## config.mk

```make
export PLATFORM = sky130hd
export DESIGN_NAME = ip_header_flow_key_parser_unit
export DESIGN_NICKNAME = d
export VERILOG_FILES = /design/src/sv/iphfk_pkg.sv /design/src/sv/iphfk_in_stage.sv /design/src/sv/iphfk_parse_core.sv /design/src/sv/iphfk_out_stage.sv /design/src/sv/ip_header_flow_key_parser_unit.sv
export SDC_FILE = /design/constraint.sdc
export NUM_CORES = 2
export LEC_CHECK = 0
export BUFFER_PORTS_ARGS = -buffer_cell sky130_fd_sc_hd__buf_2
export CORE_MARGIN = 2
export CORE_UTILIZATION = 40
export CTS_BUF_LIST = sky130_fd_sc_hd__clkbuf_8 sky130_fd_sc_hd__clkbuf_16
export CTS_CLUSTER_SIZE = 24
export DETAILED_ROUTE_END_ITERATION = 16
export PLACE_DENSITY = 0.6
export SLEW_MARGIN = 15
export SYNTH_ARGS = -nofsm -noshare
export SYNTH_HDL_FRONTEND = slang
export SYNTH_SLANG_ARGS = --single-unit
```

## constraint.sdc

```tcl
create_clock -name clk -period 14.95 [get_ports clk]
set_clock_uncertainty 0.15 [all_clocks]
set_input_delay 0.7475 -clock clk [delete_from_list [all_inputs] [get_ports clk]]
set_output_delay 0.7475 -clock clk [all_outputs]
set_load 0.05 [all_outputs]
```

## src/sv/iphfk_pkg.sv

```systemverilog
// shared types and constants for the ip header flow key parser
package iphfk_pkg;

	// default largest packet length in bytes
	localparam int MAX_PACKET_BYTES_DEF = 65535;

	// fixed byte offsets in the ipv4 header
	localparam int V4_OFF_IHL   = 0;
	localparam int V4_OFF_FLAGS = 6;
	localparam int V4_OFF_PROTO = 9;
	localparam int V4_SRC_LAST  = 15;
	localparam int V4_DST_LAST  = 19;

	// fixed byte offsets in the ipv6 header
	localparam int V6_OFF_NH       = 6;
	localparam int V6_SRC_HI_LAST  = 15;
	localparam int V6_SRC_LO_LAST  = 23;
	localparam int V6_DST_HI_LAST  = 31;
	localparam int V6_DST_LO_LAST  = 39;
	localparam int V6_FIXED_BYTES  = 40;

	// extension header granule and transport header lengths
	localparam int EXT_UNIT_BYTES  = 8;
	localparam int TCP_HDR_BYTES   = 20;
	localparam int SMALL_HDR_BYTES = 8;

	// next header and protocol numbers
	localparam logic [7:0] NH_HOP_BY_HOP = 8'd0;
	localparam logic [7:0] NH_ROUTING    = 8'd43;
	localparam logic [7:0] NH_FRAGMENT   = 8'd44;
	localparam logic [7:0] NH_DEST_OPTS  = 8'd60;
	localparam logic [7:0] PROTO_ICMP    = 8'd1;
	localparam logic [7:0] PROTO_TCP     = 8'd6;
	localparam logic [7:0] PROTO_UDP     = 8'd17;
	localparam logic [7:0] PROTO_ICMPV6  = 8'd58;

	// result status codes
	typedef enum logic [1:0] {
		ST_OK         = 2'd0,
		ST_V4_BAD     = 2'd1,
		ST_V6_TRUNC   = 2'd2,
		ST_V6_UNKNOWN = 2'd3
	} status_t;

	// ipv6 header chain walk
	typedef enum logic [3:0] {
		PH_FIXED   = 4'b0001,
		PH_EXT     = 4'b0010,
		PH_XPORT   = 4'b0100,
		PH_UNKNOWN = 4'b1000
	} phase_t;

	// one input byte request
	typedef struct packed {
		logic [7:0] data;
		logic       first;
		logic       last;
		logic       v6;
	} byte_req_t;

	// one flow key result
	typedef struct packed {
		status_t     status;
		logic        is_ipv4;
		logic [63:0] src_hi;
		logic [63:0] src_lo;
		logic [63:0] dst_hi;
		logic [63:0] dst_lo;
		logic [7:0]  protocol;
		logic [15:0] source_port;
		logic [15:0] dest_port;
	} flow_key_t;

endpackage

```

## src/sv/iphfk_in_stage.sv

```systemverilog
// input register stage holding one byte request
module iphfk_in_stage import iphfk_pkg::*; (
	input  logic      clk,
	input  logic      arst_n,
	input  logic      in_valid,
	output logic      in_ready,
	input  byte_req_t in_req,
	input  logic      advance,
	output logic      valid_s1,
	output byte_req_t req_s1
);

	// stage takes a new request when empty or when its content moves on
	assign in_ready = !valid_s1 || advance;

	// valid flag
	always_ff @(posedge clk or negedge arst_n) begin
		if (!arst_n) begin
			valid_s1 <= 1'b0;
		end else if (in_ready) begin
			valid_s1 <= in_valid;
		end
	end

	// payload
	always_ff @(posedge clk) begin
		if (in_ready && in_valid) begin
			req_s1 <= in_req;
		end
	end

endmodule

```

## src/sv/iphfk_parse_core.sv

```systemverilog
// per packet parse state and flow key logic, one byte per cycle while advance is high
module iphfk_parse_core import iphfk_pkg::*; #(
	parameter int MAX_PACKET_BYTES = MAX_PACKET_BYTES_DEF
) (
	input  logic      clk,
	input  logic      arst_n,
	input  logic      advance,
	input  byte_req_t req_s1,
	output flow_key_t key
);

	localparam int POS_W = $clog2(MAX_PACKET_BYTES + 1);
	localparam int END_W = $clog2(MAX_PACKET_BYTES + 256 * EXT_UNIT_BYTES + 1);

	// packet state
	logic [POS_W-1:0] pos_q;
	logic             v6_q;
	logic [3:0]       hlw_q;
	logic             mf_q;
	logic [7:0]       nh_q;
	logic [POS_W-1:0] hstart_q;
	logic [END_W-1:0] hend_q;
	phase_t           phase_q;
	logic [63:0]      src_hi_q, src_lo_q, dst_hi_q, dst_lo_q;
	logic [7:0]       proto_q;
	logic [31:0]      port_q;

	// next state
	logic [POS_W-1:0] n_pos;
	logic             n_v6;
	logic [3:0]       n_hlw;
	logic             n_mf;
	logic [7:0]       n_nh;
	logic [POS_W-1:0] n_hstart;
	logic [END_W-1:0] n_hend;
	phase_t           n_phase;
	logic [63:0]      n_src_hi, n_src_lo, n_dst_hi, n_dst_lo;
	logic [7:0]       n_proto;
	logic [31:0]      n_port;

	// kind of header a next header number opens
	function automatic phase_t nh_kind(input logic [7:0] nh);
		phase_t ph;
		ph = PH_UNKNOWN;
		if (nh == NH_HOP_BY_HOP || nh == NH_ROUTING || nh == NH_FRAGMENT ||
				nh == NH_DEST_OPTS) begin
			ph = PH_EXT;
		end else if (nh == PROTO_ICMP || nh == PROTO_TCP || nh == PROTO_UDP ||
				nh == PROTO_ICMPV6) begin
			ph = PH_XPORT;
		end
		return ph;
	endfunction

	// byte update, starting from cleared state at a packet start
	always_comb begin
		logic             start;
		logic [POS_W-1:0] p;
		logic [POS_W-1:0] hl;
		logic [POS_W-1:0] off;
		logic [POS_W-1:0] enter_at;
		logic             enter;
		logic [7:0]       d;

		d     = req_s1.data;
		start = req_s1.first || (pos_q == '0);
		p     = start ? '0 : pos_q;

		n_pos    = p;
		n_v6     = start ? req_s1.v6 : v6_q;
		n_hlw    = start ? 4'd0 : hlw_q;
		n_mf     = start ? 1'b0 : mf_q;
		n_nh     = start ? 8'd0 : nh_q;
		n_hstart = start ? '0 : hstart_q;
		n_hend   = start ? '0 : hend_q;
		n_phase  = start ? PH_FIXED : phase_q;
		n_src_hi = start ? 64'd0 : src_hi_q;
		n_src_lo = start ? 64'd0 : src_lo_q;
		n_dst_hi = start ? 64'd0 : dst_hi_q;
		n_dst_lo = start ? 64'd0 : dst_lo_q;
		n_proto  = start ? 8'd0 : proto_q;
		n_port   = start ? 32'd0 : port_q;

		hl       = '0;
		off      = '0;
		enter    = 1'b0;
		enter_at = '0;

		if (p < POS_W'(MAX_PACKET_BYTES)) begin
			n_pos = p + POS_W'(1);
			if (!n_v6) begin
				// ipv4 fixed fields
				if (p == POS_W'(V4_OFF_IHL))   n_hlw   = d[3:0];
				if (p == POS_W'(V4_OFF_FLAGS)) n_mf    = d[5];
				if (p == POS_W'(V4_OFF_PROTO)) n_proto = d;
				for (int k = 0; k < 4; k++) begin
					if (p == POS_W'(V4_SRC_LAST - k))
						n_src_lo[k*8 +: 8] = n_src_lo[k*8 +: 8] | d;
					if (p == POS_W'(V4_DST_LAST - k))
						n_dst_lo[k*8 +: 8] = n_dst_lo[k*8 +: 8] | d;
				end
				// first four bytes after the ihl boundary
				hl  = POS_W'({n_hlw, 2'b00});
				off = p - hl;
				if (p >= hl && p < hl + POS_W'(4)) begin
					for (int k = 0; k < 4; k++) begin
						if (off[1:0] == 2'(3 - k))
							n_port[k*8 +: 8] = n_port[k*8 +: 8] | d;
					end
				end
			end else if (p < POS_W'(V6_FIXED_BYTES)) begin
				// ipv6 fixed header
				if (p == POS_W'(V6_OFF_NH)) n_nh = d;
				for (int k = 0; k < 8; k++) begin
					if (p == POS_W'(V6_SRC_HI_LAST - k))
						n_src_hi[k*8 +: 8] = n_src_hi[k*8 +: 8] | d;
					if (p == POS_W'(V6_SRC_LO_LAST - k))
						n_src_lo[k*8 +: 8] = n_src_lo[k*8 +: 8] | d;
					if (p == POS_W'(V6_DST_HI_LAST - k))
						n_dst_hi[k*8 +: 8] = n_dst_hi[k*8 +: 8] | d;
					if (p == POS_W'(V6_DST_LO_LAST - k))
						n_dst_lo[k*8 +: 8] = n_dst_lo[k*8 +: 8] | d;
				end
				if (p == POS_W'(V6_DST_LO_LAST)) begin
					enter    = 1'b1;
					enter_at = POS_W'(V6_FIXED_BYTES);
				end
			end else begin
				// ipv6 header chain
				off = p - n_hstart;
				unique case (n_phase)
					PH_EXT: begin
						if (off == '0) n_nh = d;
						if (off == POS_W'(1))
							n_hend = END_W'(n_hstart) +
								((END_W'(d) + END_W'(1)) << 3);
						if (off != '0 && (END_W'(p) + END_W'(1)) == n_hend) begin
							enter    = 1'b1;
							enter_at = n_hend[POS_W-1:0];
						end
					end
					PH_XPORT: begin
						if (off < POS_W'(4)) begin
							for (int k = 0; k < 4; k++) begin
								if (off[1:0] == 2'(3 - k))
									n_port[k*8 +: 8] = n_port[k*8 +: 8] | d;
							end
						end
					end
					default: begin
					end
				endcase
			end
			// open the next header in the chain
			if (enter) begin
				n_hstart = enter_at;
				n_phase  = nh_kind(n_nh);
				if (n_phase == PH_EXT)
					n_hend = END_W'(enter_at) + END_W'(EXT_UNIT_BYTES);
				if (n_phase == PH_XPORT)
					n_proto = n_nh;
			end
		end
	end

	// flow key for a packet ending with this byte
	always_comb begin
		logic [END_W-1:0] need;
		logic [15:0]      sp, dp;
		status_t          st;

		st   = ST_OK;
		need = END_W'(n_hstart) + ((n_proto == PROTO_TCP) ?
			END_W'(TCP_HDR_BYTES) : END_W'(SMALL_HDR_BYTES));
		if (!n_v6) begin
			if (n_mf || n_pos < POS_W'({n_hlw, 2'b00})) st = ST_V4_BAD;
		end else if (n_phase == PH_FIXED || n_phase == PH_EXT) begin
			st = ST_V6_TRUNC;
		end else if (n_phase == PH_UNKNOWN) begin
			st = ST_V6_UNKNOWN;
		end else if (END_W'(n_pos) < need) begin
			st = ST_V6_TRUNC;
		end

		sp = 16'd0;
		dp = 16'd0;
		if (n_proto == PROTO_TCP || n_proto == PROTO_UDP) begin
			sp = n_port[31:16];
			dp = n_port[15:0];
		end else if (n_proto == PROTO_ICMP || (n_v6 && n_proto == PROTO_ICMPV6)) begin
			sp = {8'd0, n_port[31:24]};
			dp = {8'd0, n_port[23:16]};
		end

		key.status      = st;
		key.is_ipv4     = !n_v6;
		key.src_hi      = n_v6 ? n_src_hi : 64'd0;
		key.src_lo      = n_v6 ? n_src_lo : {32'd0, n_src_lo[31:0]};
		key.dst_hi      = n_v6 ? n_dst_hi : 64'd0;
		key.dst_lo      = n_v6 ? n_dst_lo : {32'd0, n_dst_lo[31:0]};
		key.protocol    = (st == ST_OK) ? n_proto : 8'd0;
		key.source_port = (st == ST_OK) ? sp : 16'd0;
		key.dest_port   = (st == ST_OK) ? dp : 16'd0;
	end

	// state registers, position back to zero after the last byte
	always_ff @(posedge clk or negedge arst_n) begin
		if (!arst_n) begin
			pos_q    <= '0;
			v6_q     <= 1'b0;
			hlw_q    <= 4'd0;
			mf_q     <= 1'b0;
			nh_q     <= 8'd0;
			hstart_q <= '0;
			hend_q   <= '0;
			phase_q  <= PH_FIXED;
			src_hi_q <= 64'd0;
			src_lo_q <= 64'd0;
			dst_hi_q <= 64'd0;
			dst_lo_q <= 64'd0;
			proto_q  <= 8'd0;
			port_q   <= 32'd0;
		end else if (advance) begin
			pos_q    <= req_s1.last ? '0 : n_pos;
			v6_q     <= n_v6;
			hlw_q    <= n_hlw;
			mf_q     <= n_mf;
			nh_q     <= n_nh;
			hstart_q <= n_hstart;
			hend_q   <= n_hend;
			phase_q  <= n_phase;
			src_hi_q <= n_src_hi;
			src_lo_q <= n_src_lo;
			dst_hi_q <= n_dst_hi;
			dst_lo_q <= n_dst_lo;
			proto_q  <= n_proto;
			port_q   <= n_port;
		end
	end

endmodule

```

## src/sv/iphfk_out_stage.sv

```systemverilog
// result register toward the downstream receiver
module iphfk_out_stage import iphfk_pkg::*; (
	input  logic      clk,
	input  logic      arst_n,
	input  logic      load,
	input  flow_key_t key,
	output logic      out_valid,
	input  logic      out_ready,
	output flow_key_t key_s2,
	output logic      busy
);

	// a held result blocks the next one until taken
	assign busy = out_valid && !out_ready;

	// valid flag
	always_ff @(posedge clk or negedge arst_n) begin
		if (!arst_n) begin
			out_valid <= 1'b0;
		end else if (load) begin
			out_valid <= 1'b1;
		end else if (out_ready) begin
			out_valid <= 1'b0;
		end
	end

	// payload
	always_ff @(posedge clk) begin
		if (load) begin
			key_s2 <= key;
		end
	end

endmodule

```

## src/sv/ip_header_flow_key_parser_unit.sv

```systemverilog
// top level of the ip header flow key parser
//
// Bytes of a packet, starting at the network header, enter on the s_axis
// channel, one byte per request. tuser[0] marks the first byte, tuser[1]
// selects ipv6 parsing (sampled at the start of a packet) and tlast marks
// the final byte. A byte that arrives when no packet is open also starts one.
// For every final byte one flow key request leaves on m_axis: status,
// addresses, protocol and ports in tdata, the ipv4 flag in tuser.
// Throughput is one byte per cycle unless a last byte waits for the result
// register; the per-byte state update is a single pass of logic between the
// input register and the packet state. The flow key passes the input
// register, then the result register, where it becomes valid on m_axis.
// When the receiver stalls, the result register holds its key; bytes keep
// flowing until a further last byte reaches the input register, which then
// waits until the held key is taken.
// Reset clears the packet state and both valid flags; no packet is open.
module ip_header_flow_key_parser_unit import iphfk_pkg::*; #(
	parameter int MAX_PACKET_BYTES = MAX_PACKET_BYTES_DEF
) (
	input  logic         clk,
	input  logic         arst_n,
	input  logic         s_axis_tvalid,
	output logic         s_axis_tready,
	input  logic [7:0]   s_axis_tdata,  // data_byte
	input  logic         s_axis_tlast,  // last_byte
	input  logic [1:0]   s_axis_tuser,  // first_byte, ipv6_mode
	output logic         m_axis_tvalid,
	input  logic         m_axis_tready,
	// status, src_addr_hi, src_addr_lo, dst_addr_hi, dst_addr_lo, protocol,
	// source_port, dest_port, zero fill
	output logic [303:0] m_axis_tdata,
	output logic [0:0]   m_axis_tuser   // is_ipv4
);

	byte_req_t in_req;
	byte_req_t req_s1;
	logic      valid_s1;
	logic      advance;
	logic      busy;
	flow_key_t key;
	flow_key_t key_s2;

	// input request fields
	assign in_req.data  = s_axis_tdata;
	assign in_req.first = s_axis_tuser[0];
	assign in_req.last  = s_axis_tlast;
	assign in_req.v6    = s_axis_tuser[1];

	// a last byte moves on only when the result register can take its key
	assign advance = valid_s1 && !(req_s1.last && busy);

	iphfk_in_stage u_in_stage (
		.clk      (clk),
		.arst_n   (arst_n),
		.in_valid (s_axis_tvalid),
		.in_ready (s_axis_tready),
		.in_req   (in_req),
		.advance  (advance),
		.valid_s1 (valid_s1),
		.req_s1   (req_s1)
	);

	iphfk_parse_core #(
		.MAX_PACKET_BYTES (MAX_PACKET_BYTES)
	) u_parse_core (
		.clk    (clk),
		.arst_n (arst_n),
		.advance(advance),
		.req_s1 (req_s1),
		.key    (key)
	);

	iphfk_out_stage u_out_stage (
		.clk       (clk),
		.arst_n    (arst_n),
		.load      (advance && req_s1.last),
		.key       (key),
		.out_valid (m_axis_tvalid),
		.out_ready (m_axis_tready),
		.key_s2    (key_s2),
		.busy      (busy)
	);

	// result packing, first field in the lowest bits
	assign m_axis_tdata = {6'd0, key_s2.dest_port, key_s2.source_port, key_s2.protocol,
		key_s2.dst_lo, key_s2.dst_hi, key_s2.src_lo, key_s2.src_hi, key_s2.status};
	assign m_axis_tuser = key_s2.is_ipv4;

endmodule

```

======== Yosys cells after proc, flatten, opt, wreduce, memory -nomap -nowiden ========
Cells that the tools add are included.
word-level totals
  logic and storage cells ................. 322
  bits in writable memories ............... 0
  memory bits (read-only) ................. 0
  input bits .............................. 15
  memories ................................ 0
  bits in latches ......................... 0
  flip-flop bits (word level) ............. 675
  output and inout port bits .............. 307
cells by class
  divide/modulo/power cells ............... 0
  multiply operators ...................... 0
  order comparisons ....................... 7
  reduce and logical (&&, ||, !) cells .... 33
  $add $sub $neg .......................... 9
  mux-type cells .......................... 147
  equal/unequal tests ..................... 59
  bitwise operators ....................... 36
  shift operators ......................... 0
operator list
  operator                                              number
  2-to-1 mux 64 bit                                     14
  2-to-1 mux 8 bit                                      64
  2-to-1 mux 32 bit                                     11
  OR 8 bit                                              36
  equality test 16 x 5 -> 1 bit, second input constant  16
  2-to-1 mux 16 bit                                     13
  2-to-1 mux 17 bit                                     12
  equality test 16 x 4 -> 1 bit, second input constant  8
  equality test 16 x 6 -> 1 bit, second input constant  8
  2-to-1 mux 4 bit                                      13
  logical NOT 16 bit                                    3
  equality test 8 x 6 -> 1 bit, second input constant   5
  adder 16 x 17 -> 17 bit                               2
  adder 16 x 1 -> 17 bit, second input constant         1
  adder 16 x 4 -> 17 bit, second input constant         1
  equality test 17 bit                                  1
  less-than comparator 16 x 17 -> 1 bit                 1
  adder 16 x 1 -> 16 bit, second input constant         1
  equality test 16 x 1 -> 1 bit, second input constant  1
  equality test 16 x 3 -> 1 bit, second input constant  1
  equality test 8 x 1 -> 1 bit, second input constant   2
  equality test 8 x 3 -> 1 bit, second input constant   2
  equality test 8 x 5 -> 1 bit, second input constant   2
  greater-or-equal comparator 16 x 6 -> 1 bit           1
  other kinds (26)                                      72

======== Logic depth before layout (Yosys ltp) ========
  depth after elaboration ................. 32
  gate-level depth with buffers ........... 56

======== Modules after synthesis ========
From an unflattened synthesis, not the netlist that was laid out.
unflattened totals
  cell total of the unflattened synthesis .. 3334
  area, all modules ....................... 33951.3 um^2
by module, submodules not included
  module                          instances  cells each  area an instance (um^2)  sequential area each (um^2)
  iphfk_parse_core                1          3008        24478.5                  9085.0
  iphfk_out_stage                 1          302         9023.7                   9003.6
  iphfk_in_stage                  1          15          384.1                    355.3
  ip_header_flow_key_parser_unit  1          9           65.1                     0.0

======== Worst setup path before layout ========
Ideal clock, no wire load.
  kind .................................... register to register
  start ................................... reg, netlist name u_in_stage.req_s1[2]
  end ..................................... reg, netlist name u_out_stage.key_s2[34]
  cell stages (with the launch flop) ...... 56
  data required time ...................... 14537 ps
  arrival ................................. 12035 ps
  path slack .............................. 2501 ps
  setup time .............................. 263 ps
  clock period less this slack ............ 12449 ps
  path through ............................ edfxtp_1 -> buf_2 -> clkbuf_1 -> a41oi_2 -> buf_2 -> buf_2 -> buf_1 -> clkbuf_1 -> clkbuf_1 -> clkbuf_1 -> clkbuf_1 -> clkbuf_1 -> clkbuf_1 -> clkbuf_1 -> buf_1 -> and2_1 -> ha_1 -> clkbuf_1 -> (+20 left out) -> inv_1 -> a21oi_1 -> nor3_1 -> o21ai_0 -> xnor2_1 -> ha_1 -> a21o_1 -> a21oi_1 -> nor2b_1 -> o21ai_0 -> nand2_1 -> a211o_1 -> o311ai_0 -> a211oi_1 -> a31oi_1 -> buf_4 -> buf_4 -> nor2_1
on the way
  cells in the longest elaborated chain, start to end .. 30
  elaborated cells on any way between the ends .. 102
  those cells by class .................... 5 x add/sub; 4 x order compare; 18 x eq/ne; 60 x mux; 15 x reduce/logical
RTL lines
  what                                   line                                            text
  logical OR 1 bit (*)                   iphfk_parse_core.sv:66                          start = req_s1.first || (pos_q == '0);
  2-to-1 mux 16 bit (on tied branches)   iphfk_parse_core.sv:67, iphfk_parse_core.sv:74
  subtractor 16 bit                      iphfk_parse_core.sv:130                         off = p - n_hstart;
  logical NOT 16 bit                     iphfk_parse_core.sv:133                         if (off == '0) n_nh = d;
  2-to-1 mux 8 bit                       iphfk_parse_core.sv:133
  2-to-1 mux 8 bit                       iphfk_parse_core.sv:131                         unique case (n_phase)
  2-to-1 mux 8 bit                       iphfk_parse_core.sv:111                         end else if (p < POS_W'(V6_FIXED_BYTES)) begin
  2-to-1 mux 8 bit                       iphfk_parse_core.sv:91                          if (!n_v6) begin
  (+14 left out)                         n/a
  2-to-1 mux 5 bit                       iphfk_parse_core.sv:173                         need = END_W'(n_hstart) + ((n_proto == PROTO_TCP) ?
  adder 16 x 17 -> 17 bit                iphfk_parse_core.sv:173
  less-than comparator 16 x 17 -> 1 bit  iphfk_parse_core.sv:181                         end else if (END_W'(n_pos) < need) begin
  2-to-1 mux 2 bit                       iphfk_parse_core.sv:181
  2-to-1 mux 2 bit                       iphfk_parse_core.sv:179                         end else if (n_phase == PH_UNKNOWN) begin
  2-to-1 mux 2 bit                       iphfk_parse_core.sv:177                         end else if (n_phase == PH_FIXED || n_phase == PH_EXT) begin
  2-to-1 mux 2 bit                       iphfk_parse_core.sv:175                         if (!n_v6) begin
  logical NOT 2 bit                      iphfk_parse_core.sv:201                         key.protocol = (st == ST_OK) ? n_proto : 8'd0;
Every way passes the cells marked *; elsewhere a longest branch is shown, timed or not. The select of a mux whose other input is x is not followed.
A chain may end at the register's enable or synchronous reset.

======== Worst setup path after layout ========
  start ................................... reg u_parse_core.pos_q[2]
  end ..................................... reg, netlist name u_out_stage.key_s2[28]
on the way
  cells in the longest elaborated chain, start to end .. 31
  elaborated cells on any way between the ends .. 125
  those cells by class .................... 7 x add/sub; 7 x order compare; 20 x eq/ne; 70 x mux; 1 x bitwise; 20 x reduce/logical
RTL lines
  what                                   line                                            text
  start, declared                        iphfk_parse_core.sv:16                          logic [POS_W-1:0] pos_q;
  start signal, assigned                 iphfk_parse_core.sv:224                         pos_q <= req_s1.last ? '0 : n_pos;
  logical NOT 16 bit                     iphfk_parse_core.sv:66
  logical OR 1 bit                       iphfk_parse_core.sv:66
  2-to-1 mux 16 bit (on tied branches)   iphfk_parse_core.sv:67, iphfk_parse_core.sv:74
  subtractor 16 bit                      iphfk_parse_core.sv:130
  logical NOT 16 bit                     iphfk_parse_core.sv:133
  2-to-1 mux 8 bit                       iphfk_parse_core.sv:133
  2-to-1 mux 8 bit                       iphfk_parse_core.sv:131
  2-to-1 mux 8 bit                       iphfk_parse_core.sv:111
  (+15 left out)                         n/a
  2-to-1 mux 5 bit                       iphfk_parse_core.sv:173
  adder 16 x 17 -> 17 bit                iphfk_parse_core.sv:173
  less-than comparator 16 x 17 -> 1 bit  iphfk_parse_core.sv:181
  2-to-1 mux 2 bit                       iphfk_parse_core.sv:181
  2-to-1 mux 2 bit                       iphfk_parse_core.sv:179
  2-to-1 mux 2 bit                       iphfk_parse_core.sv:177
  2-to-1 mux 2 bit                       iphfk_parse_core.sv:175
  logical NOT 2 bit                      iphfk_parse_core.sv:202                         key.source_port = (st == ST_OK) ? sp : 16'd0;
Parallel ways exist; a longest one is shown, timed or not. The select of a mux whose other input is x is not followed.

==> results.ini <==
[yosys]
ys_warn_count = 0
synth_seq_area_share_pct = 54.5
async_reset_ff_share_pct = 54.1
yosysUniqueCellTypes = 99
synth_edf_count = 310
syn_inst = 3439
synth_area_um2 = 33800
ys_seq_elements = 675
synth.avg_cell_area_um2 = 9.84
synth_ff_type = dfrtp_1

[placed_design]
dp_hpwl_um = 82700
place.gp.congestion = 1.00
portBuffers = 315

[sta]
fin_crit_sh_pct = 84.8
hold_viol = 0
period_needed_ps = 12680
max_freq_mhz = 78.9
rsz0062_at_grt = false
slew_viol_final = 0
setup_viol = 0
setup_tns_ps = 0
tightest_slew_ps = 1260
slew_headroom_pct = 15.6

[clock_network]
cts_buffers = 75
cts-root-buf = clkbuf_16
cts_max_path_buffers = 3
cts_sinks = 675
cts_tree = yes
clock_latency_ps = 650
clkTransAtPathRegs_ps = 60
cts_setup_buffers = 0
htree_levels = 3

[route]
wirelength_um = 123000
dr_wl_met3_um = 10400
ant_nets = 0
route.detailed.vias_per_inst = 5.96
dr.pass1.iters = 7
wl_per_cell_um = 25.6
dr.first_iter.drc_count = 3510
wl_met2_um = 56100
drcViolationCount = 0
dr_total_vias = 28800
wl_met1_um = 52100
top_layer_used = met4

[cells_and_area]
drive_gt1_share_pct = 14.9
final_cell_mix = nand2_1 (596), dfrtp_1 (364), nor2_1 (333)
nets = 3696
fillers = 7953
syn2layout_area_growth_pct = 14.7
mostFrequentLayoutCell = nand2_1

[worst_setup_path]
max_stage_delay_ps = 720
crit_type = flip-flop to flip-flop
regToRegSetupSlack_ps = 2270
cp_slowest_cell = nor4_2
worstSetupEndpointType = flip-flop
critPathMaxFanout = 64
start_kind = flip-flop
required_ps = 15270
cp.arrival_ps = 13000

[outcome]
status = completed

[global_route]
overflow = 0
antenna_found_initial = 3
grt_pass1_vias = 27400
grt_pass1_wl_um = 182000
grt_max_degree = 178
gr-usage-all-layers_pct = 27.9

[hold_path]
hold_class = input pin to flip-flop

[power_and_ir_drop]
finalPower_uw = 4490
ir_drop_v = 0.0000873
leakagePower_uw = 0.0161
powerDensity_nw_per_um2 = 116

[die]
die_area_um2 = 86900
die_h_um = 295
start_util_pct = 40.4
core-area_um2 = 83700
die_w_um = 295
row_count = 106
ios = 322

[flow_run]
drv_cap = 0

-- flip-flops by register name, summed over array words and instances, names as in the netlist, 11 cells and up --
register / flops
u_in_stage.req_s1: 11
u_out_stage.key_s2: 299
u_parse_core.dst_hi_q: 64
u_parse_core.dst_lo_q: 64
u_parse_core.hend_q: 17
u_parse_core.hstart_q: 16
u_parse_core.port_q: 32
u_parse_core.pos_q: 16
u_parse_core.src_hi_q: 64
u_parse_core.src_lo_q: 64
-- final cells by class --
class	count	area [um2]	share of cell area, %
Antenna cell	1	2.50	0.00645
Clock buffer	83	2000	5.15
Clock inverter	56	467	1.20
Inverter	57	219	0.564
Multi-Input combinational cell	2438	14200	36.5
Sequential cell	675	18400	47.5
Tap cell	1134	1420	3.66
Timing Repair Buffer	379	2090	5.40
-- per-stage QoR --
step | utilization [%] | hold WS, ps | worst slack [ps] | cell area, um2 | cells
CTS | 46.4 | 106 | 2480 | 38800 | 4822
global placement | 43.4 | 305 | 2760 | 36300 | 4682
detailed placement | 43.4 | 312 | 2530 | 36300 | 4682
global route | 46.4 | 121 | 1500 | 38800 | 4822
finish | 46.4 | 131 | 2270 | 38800 | 4823
floorplan | - | 289 | 2500 | 33800 | 3444
-- Yosys cell counts (17+ instances only) --
master    instances  share of area [%]
a22oi_1         260                5.8
nand2b_1         28               0.52
a22o_1           73                1.9
xor2_1           35               0.91
nand3_1          75                1.1
clkbuf_1        219                2.4
xnor2_1          41                1.1
and2_1           32               0.59
buf_1            30               0.33
inv_1            56               0.62
a32oi_1          26               0.67
nor3_1           57               0.84
a31oi_1          21               0.39
edfxtp_1        310                 28
o21ai_0         331                4.9
and3_1           43               0.80
nor2_1          335                3.7
nand2_1         598                6.6
a32o_1           18               0.53
a21oi_1          90                1.3
dfrtp_1         364                 27
ha_1             52                1.9
nand4_1          17               0.31
o21bai_1         18               0.40
nor2b_1          17               0.31
-- path summary, 6_finish.rpt --
check | cells after the start | startpoint | endpoint
max | 41 | u_parse_core.pos_q[2] | u_out_stage.key_s2[28]
min | 1 | s_axis_tdata[7] | u_in_stage.req_s1[10]
max reg2reg | 41 | u_parse_core.pos_q[2] | u_out_stage.key_s2[28]
min reg2reg | 2 | u_parse_core.dst_lo_q[5] | u_parse_core.dst_lo_q[5]
max in group asynchronous | 4 | arst_n | u_parse_core.dst_lo_q[25]
min in group asynchronous | 2 | arst_n | u_parse_core.port_q[18]
-- cell families after synthesis --
kind of cell / Yosys count / share of synthesized area, %
fa+ha+maj: 57 / 2.16
other cells: 1 / 0.0111
flops: 675 / 54.5
mux: 14 / 0.444
xor+xnor: 77 / 2.03
simple gates: 1296 / 17.3
buf+inv: 331 / 3.89
compound gates: 988 / 19.6
-- where the power goes --
group	internal, uW	switching, uW
clock	1030	810
sequential	1990	23.8
combinational	101	535
total	3120	1370
-- worst max-delay path, delay by kind of cell (launching register included) --
| kind | cells | cell delay, ps |
|---|---|---|
| DFF | 1 | 660 |
| AOI/OAI and AO/OA | 14 | 3380 |
| xor gates and xnor gates | 1 | 170 |
| buffers and inverters | 5 | 1290 |
| adders and majority gates | 4 | 1300 |
| muxes | 1 | 310 |
| and+or+nand+nor | 16 | 5180 |
-- repair_timing --
action	CTS	global route
resized for setup	0	0
hold endpoints to repair	72	0
hold buffers	1	0
-- routing by layer --
layer  vias up  GRT usage [%]
met5         -              0
met4         0           11.2
met3       237           4.56
met2      1436           42.6
met1     14200           39.6
li1      12900              -
Power figures use the tool's default switching activity.
